[src/rtl/core/rhbi_pkg.sv]
// Shared constants and control types for the rolling hash bucket index block.
`default_nettype none

package rhbi_pkg;

  localparam int HashW  = 30;
  localparam int CountW = 16;
  localparam int ByteW  = 8;
  localparam int CntW   = 5;

  // Modulus and the Barrett constant floor(2^60 / modulus).
  localparam logic [HashW-1:0] HashMod     = 30'd1000000009;
  localparam logic [31:0]      HashModX2   = 32'd2000000018;
  localparam logic [63:0]      BarrettNum  = 64'd1 << 60;
  localparam logic [30:0]      BarrettM    = 31'(BarrettNum / 64'(HashMod));

  localparam logic [ByteW-1:0]  CharOffset   = 8'd96;
  localparam logic [HashW-1:0]  ResetBase    = 30'd97;
  localparam logic [CountW-1:0] ResetBuckets = 16'd1024;

  // Pipeline depth of the modular multiplier and length of the remainder loop.
  localparam int MulLatency = 4;
  localparam int DivSteps   = 30;

  typedef struct packed {
    logic            accept;
    logic            update;
    logic            div_step;
    logic [CntW-1:0] div_bit;
    logic            load_out;
  } rhbi_cmd_t;

  typedef struct packed {
    logic last;
  } rhbi_status_t;

endpackage

`default_nettype wire

[src/rtl/core/rhbi_ctrl.sv]
// Controller: sequences multiply wait, state commit, remainder steps and result load.
`default_nettype none

module rhbi_ctrl (
  input  wire logic                   clk,
  input  wire logic                   rst,
  input  wire logic                   key_valid,
  output logic                        key_ready,
  output logic                        result_valid,
  input  wire logic                   result_ready,
  input  wire rhbi_pkg::rhbi_status_t status,
  output rhbi_pkg::rhbi_cmd_t         cmd
);

  localparam int CntW = rhbi_pkg::CntW;

  typedef enum logic [2:0] {
    IDLE,
    MUL,
    UPD,
    DIV,
    FIN
  } state_t;

  state_t          state;
  logic [CntW-1:0] cnt;
  logic            accept;
  logic            out_free;

  assign key_ready = (state == IDLE) || ((state == UPD) && !status.last);
  assign accept    = key_valid && key_ready;
  assign out_free  = !result_valid || result_ready;

  always_comb begin
    cmd.accept   = accept;
    cmd.update   = (state == UPD);
    cmd.div_step = (state == DIV);
    cmd.div_bit  = cnt;
    cmd.load_out = (state == FIN) && out_free;
  end

  always_ff @(posedge clk) begin
    if (rst) begin
      state        <= IDLE;
      cnt          <= '0;
      result_valid <= 1'b0;
    end else begin
      if (result_valid && result_ready && !cmd.load_out) begin
        result_valid <= 1'b0;
      end
      case (state)
        IDLE: begin
          if (accept) begin
            state <= MUL;
            cnt   <= '0;
          end
        end
        MUL: begin
          if (cnt == CntW'(rhbi_pkg::MulLatency - 1)) begin
            state <= UPD;
          end else begin
            cnt <= cnt + CntW'(1);
          end
        end
        UPD: begin
          if (status.last) begin
            state <= DIV;
            cnt   <= CntW'(rhbi_pkg::DivSteps - 1);
          end else if (accept) begin
            state <= MUL;
            cnt   <= '0;
          end else begin
            state <= IDLE;
          end
        end
        DIV: begin
          if (cnt == '0) begin
            state <= FIN;
          end else begin
            cnt <= cnt - CntW'(1);
          end
        end
        FIN: begin
          if (out_free) begin
            result_valid <= 1'b1;
            state        <= IDLE;
          end
        end
        default: begin
          state <= IDLE;
        end
      endcase
    end
  end

endmodule

`default_nettype wire

[config.mk]
export PLATFORM = sky130hd
export DESIGN_NAME = rhbi_ctrl
export DESIGN_NICKNAME = d
export VERILOG_FILES = /design/src/rtl/core/rhbi_pkg.sv /design/src/rtl/core/rhbi_ctrl.sv
export SDC_FILE = /design/constraint.sdc
export NUM_CORES = 1
export LEC_CHECK = 0
export ABC_AREA = 1
export BUFFER_PORTS_ARGS = -buffer_cell sky130_fd_sc_hd__clkbuf_2
export CAP_MARGIN = 0
export CORE_UTILIZATION = 50
export DETAILED_ROUTE_END_ITERATION = 12
export GPL_TIMING_DRIVEN = 0
export PLACE_DENSITY = 0.78
export REMOVE_ABC_BUFFERS = 1
export SYNTH_ARGS = -nofsm -noshare
export SYNTH_HDL_FRONTEND = slang
export SYNTH_SLANG_ARGS = --single-unit
[constraint.sdc]
create_clock -name clk -period 2.4 [get_ports clk]
set_input_delay 0.24 -clock clk [delete_from_list [all_inputs] [get_ports clk]]
set_output_delay 0.24 -clock clk [all_outputs]
set_load 0.005 [all_outputs]
# After elaboration in Yosys (flattened, before gate mapping)
# Index checks and enable logic that the tools add are counted.
dict set report word_totals {
  regBits 9
  in_bits 5
  out_inout_bits 11
  wordCells 46
}
dict set report classes {
  add_sub_neg 2
  n_eq_ne 11
  mux 15
  n_reduce_logical 15
}
# operator n
set ops {}
lappend ops {{$mux 5} 4}
lappend ops {{$pmux 5 s4} 1}
lappend ops {{$pmux 3 s5} 1}
lappend ops {{$mux 3} 4}
lappend ops {{$ne 2x2->1 const B} 5}
lappend ops {{$eq 3x2->1 const B} 2}
lappend ops {{$add 5x1->5 const B} 1}
lappend ops {{$eq 5x2->1 const B} 1}
lappend ops {{$logic_and 1x1->1} 5}
lappend ops {{$logic_not 5->1} 1}
lappend ops {{$sub 5x1->5 const B} 1}
lappend ops {{$mux 1} 4}
lappend ops {{$reduce_and 4->1} 1}
lappend ops {{$reduce_bool 4->1} 1}
lappend ops {{$eq 3x1->1 const B} 1}
lappend ops {{$eq 3x3->1 const B} 1}
lappend ops {{$logic_not 1->1} 3}
lappend ops {{$logic_not 3->1} 1}
lappend ops {{$reduce_and 3->1} 1}
lappend ops {{$logic_or 1x1->1} 2}
lappend ops {{$mux 2} 1}
lappend ops {{$ne 2x1->1 const B} 1}

# Logic depth before layout (Yosys ltp)
# Gate-level depths: netlist (run 1).
dict set report logic_depth {
  depth_word 8
  mapped_depth 11
  depth_no_buf 11
}

# Worst setup path before layout (run 1)
# No wires, ideal clock.
dict set report synth_timing {
  path_kind {reg2reg}
  start {register state[0]}
  end {register cnt[3]}
  setup_time_ns 0.109
  t_arrival_ns 1.632
  t_required_ns 2.291
  slack_ns 0.660
  path_stages_with_launch 11
  n_path_buf 0
  synth_period_minus_slack_ns 1.740
  cell_sequence {dfxtp_1 > nand2_2 > nor2_4 > ha_1 > a21oi_1 > nand2_1 > or2_2 > nand3_1 > nand3_1 > nand2_1 > inv_1}
}
# element line
set synth_lines {}
lappend synth_lines {{start: declaration} rhbi_ctrl.sv:25} ;# state_t state;
lappend synth_lines {{start signal: assignment} rhbi_ctrl.sv:44} ;# state <= IDLE;
lappend synth_lines {{start signal: assignment} rhbi_ctrl.sv:54} ;# state <= MUL;
lappend synth_lines {{start signal: assignment} rhbi_ctrl.sv:60} ;# state <= UPD;
lappend synth_lines {{end signal: assignment} rhbi_ctrl.sv:62} ;# cnt <= cnt + CntW'(1);
lappend synth_lines {{end signal: assignment} rhbi_ctrl.sv:68} ;# cnt <= CntW'(rhbi_pkg::DivSteps - 1);
lappend synth_lines {{end signal: assignment} rhbi_ctrl.sv:80} ;# cnt <= cnt - CntW'(1);
lappend synth_lines {{end: declaration} rhbi_ctrl.sv:26} ;# logic [CntW-1:0] cnt;

# Worst setup path after layout (run 1)
dict set report layout_timing {
  start {register state[0]}
  end {register cnt[3]}
}
dict set report layout_between {
  elab_chain_cells 7
  word_cells_on_any_way 14
  cone_classes {5 x eq/ne; 3 x mux; 6 x reduce/logical}
}
# element line
set layout_rtl {}
lappend layout_rtl {{$eq 3x2->1} {rhbi_ctrl.sv:30, rhbi_ctrl.sv:51}}
lappend layout_rtl {{$logic_and 1x1->1} rhbi_ctrl.sv:30} ;# assign key_ready = (state == IDLE) || ((state == UPD) && !status.last);
lappend layout_rtl {{$logic_or 1x1->1} rhbi_ctrl.sv:30}
lappend layout_rtl {{$logic_and 1x1->1} rhbi_ctrl.sv:31} ;# assign accept = key_valid && key_ready;
lappend layout_rtl {{$mux 5 (2 in series)} -}
lappend layout_rtl {{$pmux 5 s4} rhbi_ctrl.sv:51} ;# case (state)
# Parallel ways exist; a longest one is shown, timed or not.
# A chain may end at the register's enable or synchronous reset.

==> summary by stage, run 1 <==
Die
The floorplan row count is 13. Once the floorplan was initialized, standard cells occupied 55.7% of the core. The die covers 1640 um2. The overall die height is 40.6 um. The number of placed I/O pins is 16. The x dimension of the die is 40.6 um. The core region is 1330 um2.

STA
After routing, the total negative slack on setup checks comes to 0 ns. Setup repair after global routing left no endpoint under its margin. The post-route minimum period is 1.91 ns. The top achievable clock speed is 524 MHz.

The slew at the pin closest to its max-slew limit is 0.537 ns. Setup violations remaining at the end of the flow were counted as 0. The count of endpoints failing hold in the final timing report is 0. The final number of max-transition violations was 0.

The tightest slew margin relative to the limit is 63.9%. The portion of the clock cycle consumed by the worst path in the final layout is 79.6%. Between clock sinks in the finished design, the worst skew comes to 0.00979 ns.

CTS
Once the clock tree was built, the setup fixing pass inserted 0 buffers. CTS built an H-tree with a depth of 1. The TritonCTS clock tree is yes. The number of buffers added to fix hold violations after cts is 0. For this design, the sink count on the clock tree is 9. The number of buffers added by the clock tree synthesis step is 3. The insertion delay to the later sink of the worst-skew pair is 0.26 ns. The root buffer cell is clkbuf_4.

The clock-pin slew on the worst setup and hold paths is 0.07 ns. The post-cts resize count is 0. The longest clock path from root to sink contains 2 buffers.

Global routing
The first global-routing pass estimated 2.64 mm of wire. Across every metal layer, demand over resource in global routing totals 24.3%. The initial antenna violation count is 0. The number of global-route vias before repair is 637. Global routing finished with a remaining overflow of 0. The maximum number of pins on one net before global-route repair is 9.

Final layout
The final instance area is 856 um2. The ratio of cells with drive above 1 in the final layout is 22.9%. The number of antenna diodes in the final layout is 0. The commonest non-fill, non-tap cell in the layout is nand2_1. The filler cells instantiated in the layout total 135. The number of nets in the finished design is 150. The post-synthesis to final-layout area growth is 15.2%. The library cells used most frequently in the layout, excluding fill and tap cells, are nand2_1, inv_1, nand3_1.

Routing
The detailed router finished its first iteration with 16 violations. In the routed layout, each cell is associated on average with a via count of 5.12. In the routed design, unresolved DRC markers number 0. In the final routed layout, each cell accounts on average for 10.2 um. The number of search-and-repair iterations in the first detailed-routing pass is 4.

The routed layout has 793 vias. The number of nets still failing antenna checks after routing is 0. The overall routed net length is 1.59 mm.

Worst setup path
The worst setup path is captured at a register. The worst-path maximum fanout is 8. The slowest stage cell on the critical path is dfxtp_1. The signal on the critical path passes through nand2_2 -> nor2_4 -> ha_1 -> a21oi_1 -> nand2_1 -> or2_2 -> nand3_1 -> nand3_1 -> nand2_1 -> inv_1. The launching element type of the critical path is a register. The worst setup path category is register to register. STA puts the critical path data required time at 2.56 ns.

The largest single stage delay on the critical path is 0.46 ns. The signal arrival time at the worst endpoint is 2.07 ns. The combined buffer and inverter count along the critical path is 1. The kind of cell adding the most delay to the critical path is simple AND/OR/NAND/NOR gates.

Yosys
The synthesized instance count is 122. The area of the mapped netlist is 743 um2. The count of warnings emitted by yosys is 0. Summing the sequential cell areas from Yosys gives 24.2% of the chip area.

The count of state elements after synthesis is 9. Dividing the synthesized area by the synthesized cell count gives 6.09 um2. The number of different library cells used by synthesis comes to 19.

Power and ir drop
The maximum vdd drop is 520 uV. The total leakage power is 0.484 nW. The power per standard cell area is 1200 nW/um2.

Hold path
The classification of the worst-slack hold path is input port to register.

Place
At the end of routability-driven placement, the weighted congestion stood at 0.860. Buffers placed on the I/O ports in this run total 15. The cell area after placement is 830 um2. Summed over all nets, the half-perimeter wirelength after detailed placement is 1.26 mm.

Outcome
The flow ran to the end, and the final reports show no timing, DRC or antenna violations.

Job
Across the run, the number of max-cap violations was 0.
==> worst register-to-register path, stage by stage (launching register included) <==
cell and delay [ns]:
dfxtp_1 0.46, nand2_2 0.10, nor2_4 0.21, ha_1 0.33
a21oi_1 0.15, nand2_1 0.07, or2_2 0.27, nand3_1 0.07
nand3_1 0.07, nand2_1 0.06, inv_1 0.03
==> cells in the mapped netlist <==
cell type   n  area (um2)
nand2_1    30         113
inv_1      17        63.8
nand3_1    17        85.1
nor2_1     13        48.8
a21oi_1     9        45.0
dfxtp_1     9         180
nand2_2     6        37.5
o21ai_0     5        25.0
ha_1        3        37.5
nor2_2      2        12.5
nor2_4      2        22.5
or2_2       2        12.5
buf_4       1        7.51
clkinv_1    1        3.75
fa_1        1        20.0
inv_2       1        3.75
nand2_4     1        11.3
nor3_1      1        5.00
xnor2_1     1        8.76
==> sequential cells by signal, indices dropped and copies added (netlist names) <==
signal	count
cnt	5
state	3
result_valid	1
==> per-layer routing <==
metal	vias to the layer above	share of wire (%)	GRT usage (%)
li1	419	-	-
met1	353	49	33.4
met2	21	47	38.5
met3	0	3.7	8.33
met4	0	0	0
met5	-	0	0
==> cell families (layout without fill, tap and decap cells) <==
family          after synthesis  count (layout)  share of synthesized area, %
xor+xnor                      1               1                          1.18
flops                         9               9                          24.2
simple gates                 74              74                          46.8
buf+inv                      20              38                          10.6
fa+ha+maj                     4               4                          7.74
compound gates               14              14                          9.43
==> final timing paths <==
check	from	to	slack (ns)	cells past startpoint
setup / recovery	state[0]$_SDFFE_PP0P_	cnt[3]$_SDFFE_PP0P_	0.49	10
hold / removal	rst	result_valid$_SDFF_PP0_	0.24	2
setup reg to reg	state[0]$_SDFFE_PP0P_	cnt[3]$_SDFFE_PP0P_	0.49	10
hold reg to reg	result_valid$_SDFF_PP0_	result_valid$_SDFF_PP0_	0.50	2
==> where the power goes <==
part | leakage (nW) | total (mW) | internal [mW] | switching (mW)
logic | 0.396 | 0.621 | 0.248 | 0.374
clock network | 0.0150 | 0.117 | 0.0639 | 0.0526
registers | 0.0735 | 0.291 | 0.204 | 0.0872
total | 0.484 | 1.03 | 0.516 | 0.514
==> stage by stage <==
| stage | util [%] | hold WS [ns] | std cells | setup slack [ns] | total power, mW |
|---|---|---|---|---|---|
| finish | 64.2 | 0.245 | 155 | 0.490 | 1.03 |
| global route | 64.2 | 0.226 | 155 | 0.297 | 1.16 |
| CTS | 64.2 | 0.233 | 155 | 0.508 | 1.04 |
| detailed placement | 62.2 | 0.492 | 151 | 0.521 | 0.914 |
| global placement | 62.2 | 0.483 | 151 | 0.552 | 0.899 |
| floorplan | - | 0.309 | 121 | 0.660 | 0.745 |
==> cell type report <==
class,instances,area (um2),area share [%]
multi-input cells,93,484,56.6
inverters,19,71.3,8.33
clock buffers,4,26.3,3.07
flip-flops and latches,9,180,21.1
repair buffers,15,75.1,8.77
well taps,15,18.8,2.19
Power figures use the tool's default switching activity.
==> run 2: changes to the inputs <==
==> constraint.sdc (replaced) <==
create_clock -name clk -period 2 [get_ports clk]
set_input_delay 0.2 -clock clk [delete_from_list [all_inputs] [get_ports clk]]
set_output_delay 0.2 -clock clk [all_outputs]
set_load 0.005 [all_outputs]
==> summary by stage, run 2 (synthesis gave the netlist of run 1 again) <==
Routing
The number of nets still failing antenna checks after routing is 0. The DRC marker count from the first detailed-route iteration is 21. After detailed routing, the met2 layer carries 755 um of wire. Using the TritonRoute via totals, the vias-per-cell ratio works out to 5.04.

The overall routed net length is 1.64 mm. The via count of the routed design is 796. The detailed-route DRC error count is 0. The highest metal layer carrying signal wires in the routed design is met3. The number of search-and-repair iterations in the first detailed-routing pass is 4. The routed length on met3 is 81 um.

In the final routing, the length of wire on met1 measures 802 um. The routed length per instance is 10.4 um.

STA
The worst path in the final design needs a cycle of 1.83 ns, including I/O delays and setup. Setup violations remaining at the end of the flow were counted as 0. The worst clock skew is 0.00938 ns. The portion of the clock cycle consumed by the worst path in the final layout is 91.7%.

The final number of max-transition violations is 0. The count of endpoints failing hold in the final timing report was 0. After routing, the total negative slack on setup checks comes to 0 ns. Headroom to the max-slew limit came out at 63.5%. The top achievable clock speed is 545 MHz. Setup repair after global routing left no endpoint under its margin.

For the pin with the worst max-slew slack, the measured transition is 0.544 ns.

Worst setup path
The critical register-to-register path endpoint is cnt[3]$_SDFFE_PP0P_. The startpoint identified for the worst register-to-register timing path is state[1]$_SDFFE_PP0P_. The required arrival time at the worst endpoint is 2.17 ns. The worst register-to-register path has a depth of 10. The worst setup path is captured at a register. By startpoint and endpoint, the worst setup path is classified as register to register. Of all nets on the critical path, the largest fanout is 6. The launching element type of the critical path is a register.

The launching instance or port of the critical path is state[1]$_SDFFE_PP0P_. The signal arrival time at the worst endpoint is 2.00 ns. The register-to-register path setup slack is 0.17 ns.

CTS
The cell sitting at the root of the clock tree is a clkbuf_4. At the later pin of the worst-skew pair, clock insertion delay measures 0.26 ns. The number of H-tree levels is 1. The number of buffers added by the clock tree synthesis step is 3. Clock tree synthesis found a total of 9 sinks. TritonCTS built the clock tree.

Clock-pin slew was measured on the worst setup and hold paths at 0.07 ns. The longest clock path from root to sink contains 2 buffers.

Die
The floorplan has 13 rows. 16 I/O pins were placed. The overall die height is 40.6 um. The region available for standard cell placement spans 1330 um2.

The initial core utilization is 55.7%. The die covers 1640 um2. The x dimension of the die is 40.6 um.

Hold path
For hold timing, the worst endpoint is result_valid$_SDFF_PP0_. In this run the most critical hold path is launched from rst. Along the worst hold path, the cell count comes to 2. The worst hold path belongs to the class input port to register.

Place
The cell area after placement is 830 um2. The count of buffers added on input and output ports is 15. The number of instances in the placed design is 151. The HPWL reported at the end of detailed placement is 1.26 mm. The congestion estimate from routability-driven global placement came to 0.860.

Power and ir drop
The sequential group share of total power is 27.9%. The completed layout was analyzed and its total power is 1.26 mW. Of the total power, combinational logic draws 60.8%. The power per standard cell area is 1430 nW/um2.

The analysis attributes to cell leakage a power of 0.500 nW. Per report_power, the clock group accounts for 11.3% of the total. The net switching component of the power is 0.623 mW.

The internal portion of the total power is 0.637 mW. IR analysis of the VDD net gives a maximum drop of 625 uV. The switching share of power is 49.5%.

Final layout
The largest registers in the layout are cnt x5, state x3, result_valid x1. The final instance count without filler cells is 158. After routing the design area is 880 um2.

The repair_antennas step left the layout with diodes totalling 0. From synthesis to final layout, the design area changed by 18.4%. The post-route netlist has 25.2% of its cells at a drive strength greater than 1. The commonest non-fill, non-tap cell in the layout is nand2_1. In the layout the commonest cells are nand2_1, inv_1, nand3_1. The final layout contains 153 nets.

The register with the highest flop count is cnt. The flip-flop count of the largest register, all copies and words added is 5. The number of fill cells in the layout is 133. Once layout is complete, the utilization of the core stands at 65.9%.

Global routing
Entering global routing, the biggest net connects 9 pins. The number of global-route vias before repair is 637. The initial antenna violation count is 0.

The first global-routing pass estimated 2.64 mm of wire. The remaining global-route overflow is 0. In the global route stage, overall resource usage came out at 24.3%.

Outcome
The run finished with clean final reports.

Job
Across the run, the number of max-cap violations was 0.
[run 2: cell count changes in the layout (fill, tap and decap cells not counted), sizes merged]
| cell | before | now |
|---|---|---|
| buf | 0 | 3 |
[run 2: how the worst max path moves through the flow]
stage / endpoint / slack (ns) / depth (start not counted)
after floorplan: cnt[3]$_SDFFE_PP0P_ / 0.26 / 10
after detailed placement: cnt[3]$_SDFFE_PP0P_ / 0.12 / 10
after global routing: cnt[3]$_SDFFE_PP0P_ / 0.02 / 10
final: cnt[3]$_SDFFE_PP0P_ / 0.17 / 10
after global placement: cnt[3]$_SDFFE_PP0P_ / 0.15 / 10
after CTS: cnt[3]$_SDFFE_PP0P_ / 0.11 / 10
[run 2: layout make-up]
cell class              instances  area [um2]  share of cell area (%)
inverters                      19        71.3                    8.11
well taps                      15        18.8                    2.13
multi-input cells              93         484                    55.0
clock buffers                   4        26.3                    2.99
repair buffers                 18        97.6                    11.1
flip-flops and latches          9         181                    20.6
[run 2: routing by layer]
metal	GRT usage (%)	vias to the layer above
met3	8.33	0
met1	33.4	346
li1	-	427
met5	0	-
met4	0	0
met2	38.5	23
[run 2: what timing repair did]
| action | 4_1_cts | 5_1_grt |
|---|---|---|
| hold buffers | 0 | 0 |
| resized for setup | 0 | 1 |
| setup buffers | 0 | 3 |
| endpoints found under the setup margin | 0 | 1 |
[run 2: critical path, cell delays in order (launching register included)]
cell and delay (ns):
dfxtp_1 0.42, nand2_2 0.10, nor2_4 0.19, ha_1 0.31, a21oi_1 0.15, nand2_1 0.07, or2_2 0.27, nand3_1 0.07
nand3_1 0.07, nand2_1 0.06, inv_1 0.03
[run 2: power groups by stage]
stage / sequential (mW) / clock [mW] / combinational, mW
floorplan: 0.339 / 0 / 0.554
global placement: 0.352 / 0 / 0.727
detailed placement: 0.354 / 0 / 0.743
CTS: 0.351 / 0.146 / 0.747
global route: 0.372 / 0.163 / 0.883
finish: 0.352 / 0.142 / 0.767
[run 2: per-stage QoR]
stage / hold WS (ns) / setup slack, ns
floorplan: 0.269 / 0.260
global placement: 0.467 / 0.152
detailed placement: 0.469 / 0.121
CTS: 0.193 / 0.108
global route: 0.186 / 0.0209
finish: 0.200 / 0.165
==> run 3: changes to the inputs <==
--- a/config.mk
+++ b/config.mk
@@ -6,7 +6,7 @@
 export NUM_CORES = 1
 export LEC_CHECK = 0
 export ABC_AREA = 1
-export BUFFER_PORTS_ARGS = -buffer_cell sky130_fd_sc_hd__clkbuf_2
+export BUFFER_PORTS_ARGS = -buffer_cell sky130_fd_sc_hd__buf_2
 export CAP_MARGIN = 0
 export CORE_UTILIZATION = 50
 export DETAILED_ROUTE_END_ITERATION = 12
@@ -16,3 +16,4 @@
 export SYNTH_ARGS = -nofsm -noshare
 export SYNTH_HDL_FRONTEND = slang
 export SYNTH_SLANG_ARGS = --single-unit
+export TNS_END_PERCENT = 1
==> summary by stage, run 3 (synthesis gave the netlist of run 1 again) <==
Global routing
The first-pass GRT wire length is 2.72 mm. Entering global routing, the biggest net connects 9 pins. The all-layer global routing usage is 25.0%.

The number of global-route vias before repair is 693. After global routing the overflow that remains totals 0. The initial antenna violation count came to 0.

Routing
The routed via count divided by cell count is 5.07. The number of search-and-repair iterations in the first detailed-routing pass is 4. The number of nets still failing antenna checks after routing is 0. In this run, the number of DRC markers left after iteration 0 of detailed routing was 22.

For this run, design rule violations remaining after detail routing come to 0. The overall routed net length is 1.73 mm. After detailed routing, the average wire length per cell comes to 10.9 um. The detailed router placed 806 vias in this run.

CTS
The total clock sinks is 9. The number of buffers added by the clock tree synthesis step is 3. The root buffer cell is clkbuf_4. The clock passes through at most 2 buffers. The insertion delay to the later sink of the worst-skew pair is 0.26 ns.

In this run the number of H-tree levels came out at 1. The number of buffers added to fix hold violations after cts is 0. The TritonCTS clock tree is yes.

After clock tree synthesis, the clock-pin slew on the worst setup and hold paths is 0.07 ns.

Worst setup path
The biggest cell delay along the critical path is 0.42 ns. The combined buffer and inverter count along the critical path is 1. The required arrival time at the worst endpoint is 2.17 ns.

The critical path is of the register to register type. Broken down by cell family, the worst path's largest delay share belongs to simple AND/OR/NAND/NOR gates. The launching element type of the critical path is a register.

The endpoint identified for the worst register-to-register timing path is cnt[3]$_SDFFE_PP0P_. The slowest stage cell on the critical path is dfxtp_1. The startpoint identified for the worst register-to-register timing path is state[1]$_SDFFE_PP0P_. Along the worst path, the maximum fanout reaches 5. The critical path goes through nand2_2 -> nor2_4 -> ha_1 -> a21oi_1 -> nand2_1 -> or2_2 -> nand3_1 -> nand3_1 -> nand2_1 -> inv_1. The signal arrival time at the worst endpoint is 2.01 ns.

The setup check on the worst reg-to-reg path leaves a slack of 0.16 ns. The type of destination of the critical path is a register. The cell depth of the worst flop-to-flop path is 10.

Die
The core region is 1330 um2. The floorplan die area is 1640 um2. The x dimension of the die is 40.6 um. The overall die height is 40.6 um. 16 I/O pins were placed.

After floorplanning, the core was divided into 13 placement rows. Once the floorplan was initialized, standard cells occupied 55.7% of the core.

Final layout
The final instance area is 887 um2. For this run, the post-layout net count is 154. The register with the most flip-flops in the final layout is cnt. The final core utilization is 66.5%.

Leaving out fill and tap cells, the most frequent cells in the layout are nand2_1, inv_1, nand3_1. The flip-flop count of the largest register, all copies and words added is 5. 0 antenna diodes ended up in the layout. In the final layout, the registers with the most flip-flops are cnt x5, state x3, result_valid x1.

Leaving out fill and tap cells, the most frequent cell in the layout is nand2_1. The area growth from synthesis to layout is 19.4%. Cells with a size suffix above 1 make up 25.7% of the layout.

Hold path
The startpoint identified for the worst hold timing path is rst. The number of cells on the worst hold path is 2. The end point of the worst hold path is cnt[0]$_SDFFE_PP0P_. The classification of the worst-slack hold path is input port to register.

STA
The post-route setup TNS is 0 ns. The worst clock skew is 0.00742 ns. The number of setup violations in the final report is 0.

The tightest hold path in the finished design has a slack of 0.198 ns. The portion of the clock cycle consumed by the worst path in the final layout is 92.0%. Setup repair after global routing left no endpoint under its margin. The final number of max-transition violations came to 0. The post-route minimum period is 1.84 ns.

Derived from the worst setup path, the maximum achievable clock frequency is 544 MHz. For the pin with the worst max-slew slack, the measured transition is 0.515 ns. The count of endpoints failing hold in the final timing report is 0. In this run the tightest slew margin relative to its limit is 65.4%.

Outcome
The flow ran to the end, and the final reports show no timing, DRC or antenna violations.

Place
During placement, the flow inserted port buffers numbering 15. After legalization and detailed placement, the total HPWL measured 1.32 mm. In this run the cell area measured after placement is 830 um2. At the end of routability-driven placement, the weighted congestion stood at 0.858.

Job
The max-cap violation count is 0.

Power and ir drop
In this run the static leakage power is 0.511 nW. The power per standard cell area is 1440 nW/um2. The maximum vdd drop is 666 uV.
==> run 3: worst max-delay path by stage <==
stage | startpoint | to | depth (start not counted)
after floorplan | state[0]$_SDFFE_PP0P_ | cnt[3]$_SDFFE_PP0P_ | 10
after global placement | state[0]$_SDFFE_PP0P_ | cnt[3]$_SDFFE_PP0P_ | 10
after detailed placement | state[0]$_SDFFE_PP0P_ | cnt[3]$_SDFFE_PP0P_ | 10
after CTS | state[0]$_SDFFE_PP0P_ | cnt[3]$_SDFFE_PP0P_ | 10
after global routing | state[1]$_SDFFE_PP0P_ | cnt[3]$_SDFFE_PP0P_ | 10
final | state[1]$_SDFFE_PP0P_ | cnt[3]$_SDFFE_PP0P_ | 10
==> run 3: cell type report <==
cell class / count / area, um2
Fill cell: 134 / 447
Tap cell: 15 / 18.8
Clock buffer: 4 / 26.3
Multi-Input combinational cell: 93 / 484
Sequential cell: 9 / 181
Timing Repair Buffer: 19 / 105
Inverter: 19 / 71.3
==> run 3: metal layers <==
| metal | part of all wire [%] | vias up | GRT usage, % |
|---|---|---|---|
| met1 | 46 | 352 | 31.0 |
| met2 | 48 | 26 | 42.5 |
| li1 | - | 428 | - |
| met3 | 5.8 | 0 | 8.89 |
| met4 | 0 | 0 | 2.50 |
| met5 | 0 | - | 0 |
==> run 3: report_power, final <==
group	leakage [nW]	switching (mW)	total, mW	internal [mW]
combinational	0.422	0.461	0.780	0.319
sequential	0.0737	0.105	0.352	0.247
clock	0.0150	0.0664	0.143	0.0769
==> run 3: metrics by stage <==
step,power (mW),std cells,worst slack [ns]
global placement,1.08,151,0.152
CTS,1.25,155,0.0683
detailed placement,1.10,151,0.0897
floorplan,0.894,121,0.260
global route,1.42,159,0.0272
finish,1.28,159,0.160
==> run 3: repair_timing <==
item | 4_1_cts | 5_1_grt
endpoints found under the setup margin | 0 | 1
buffers inserted | 0 | 4
resized for setup | 0 | 1
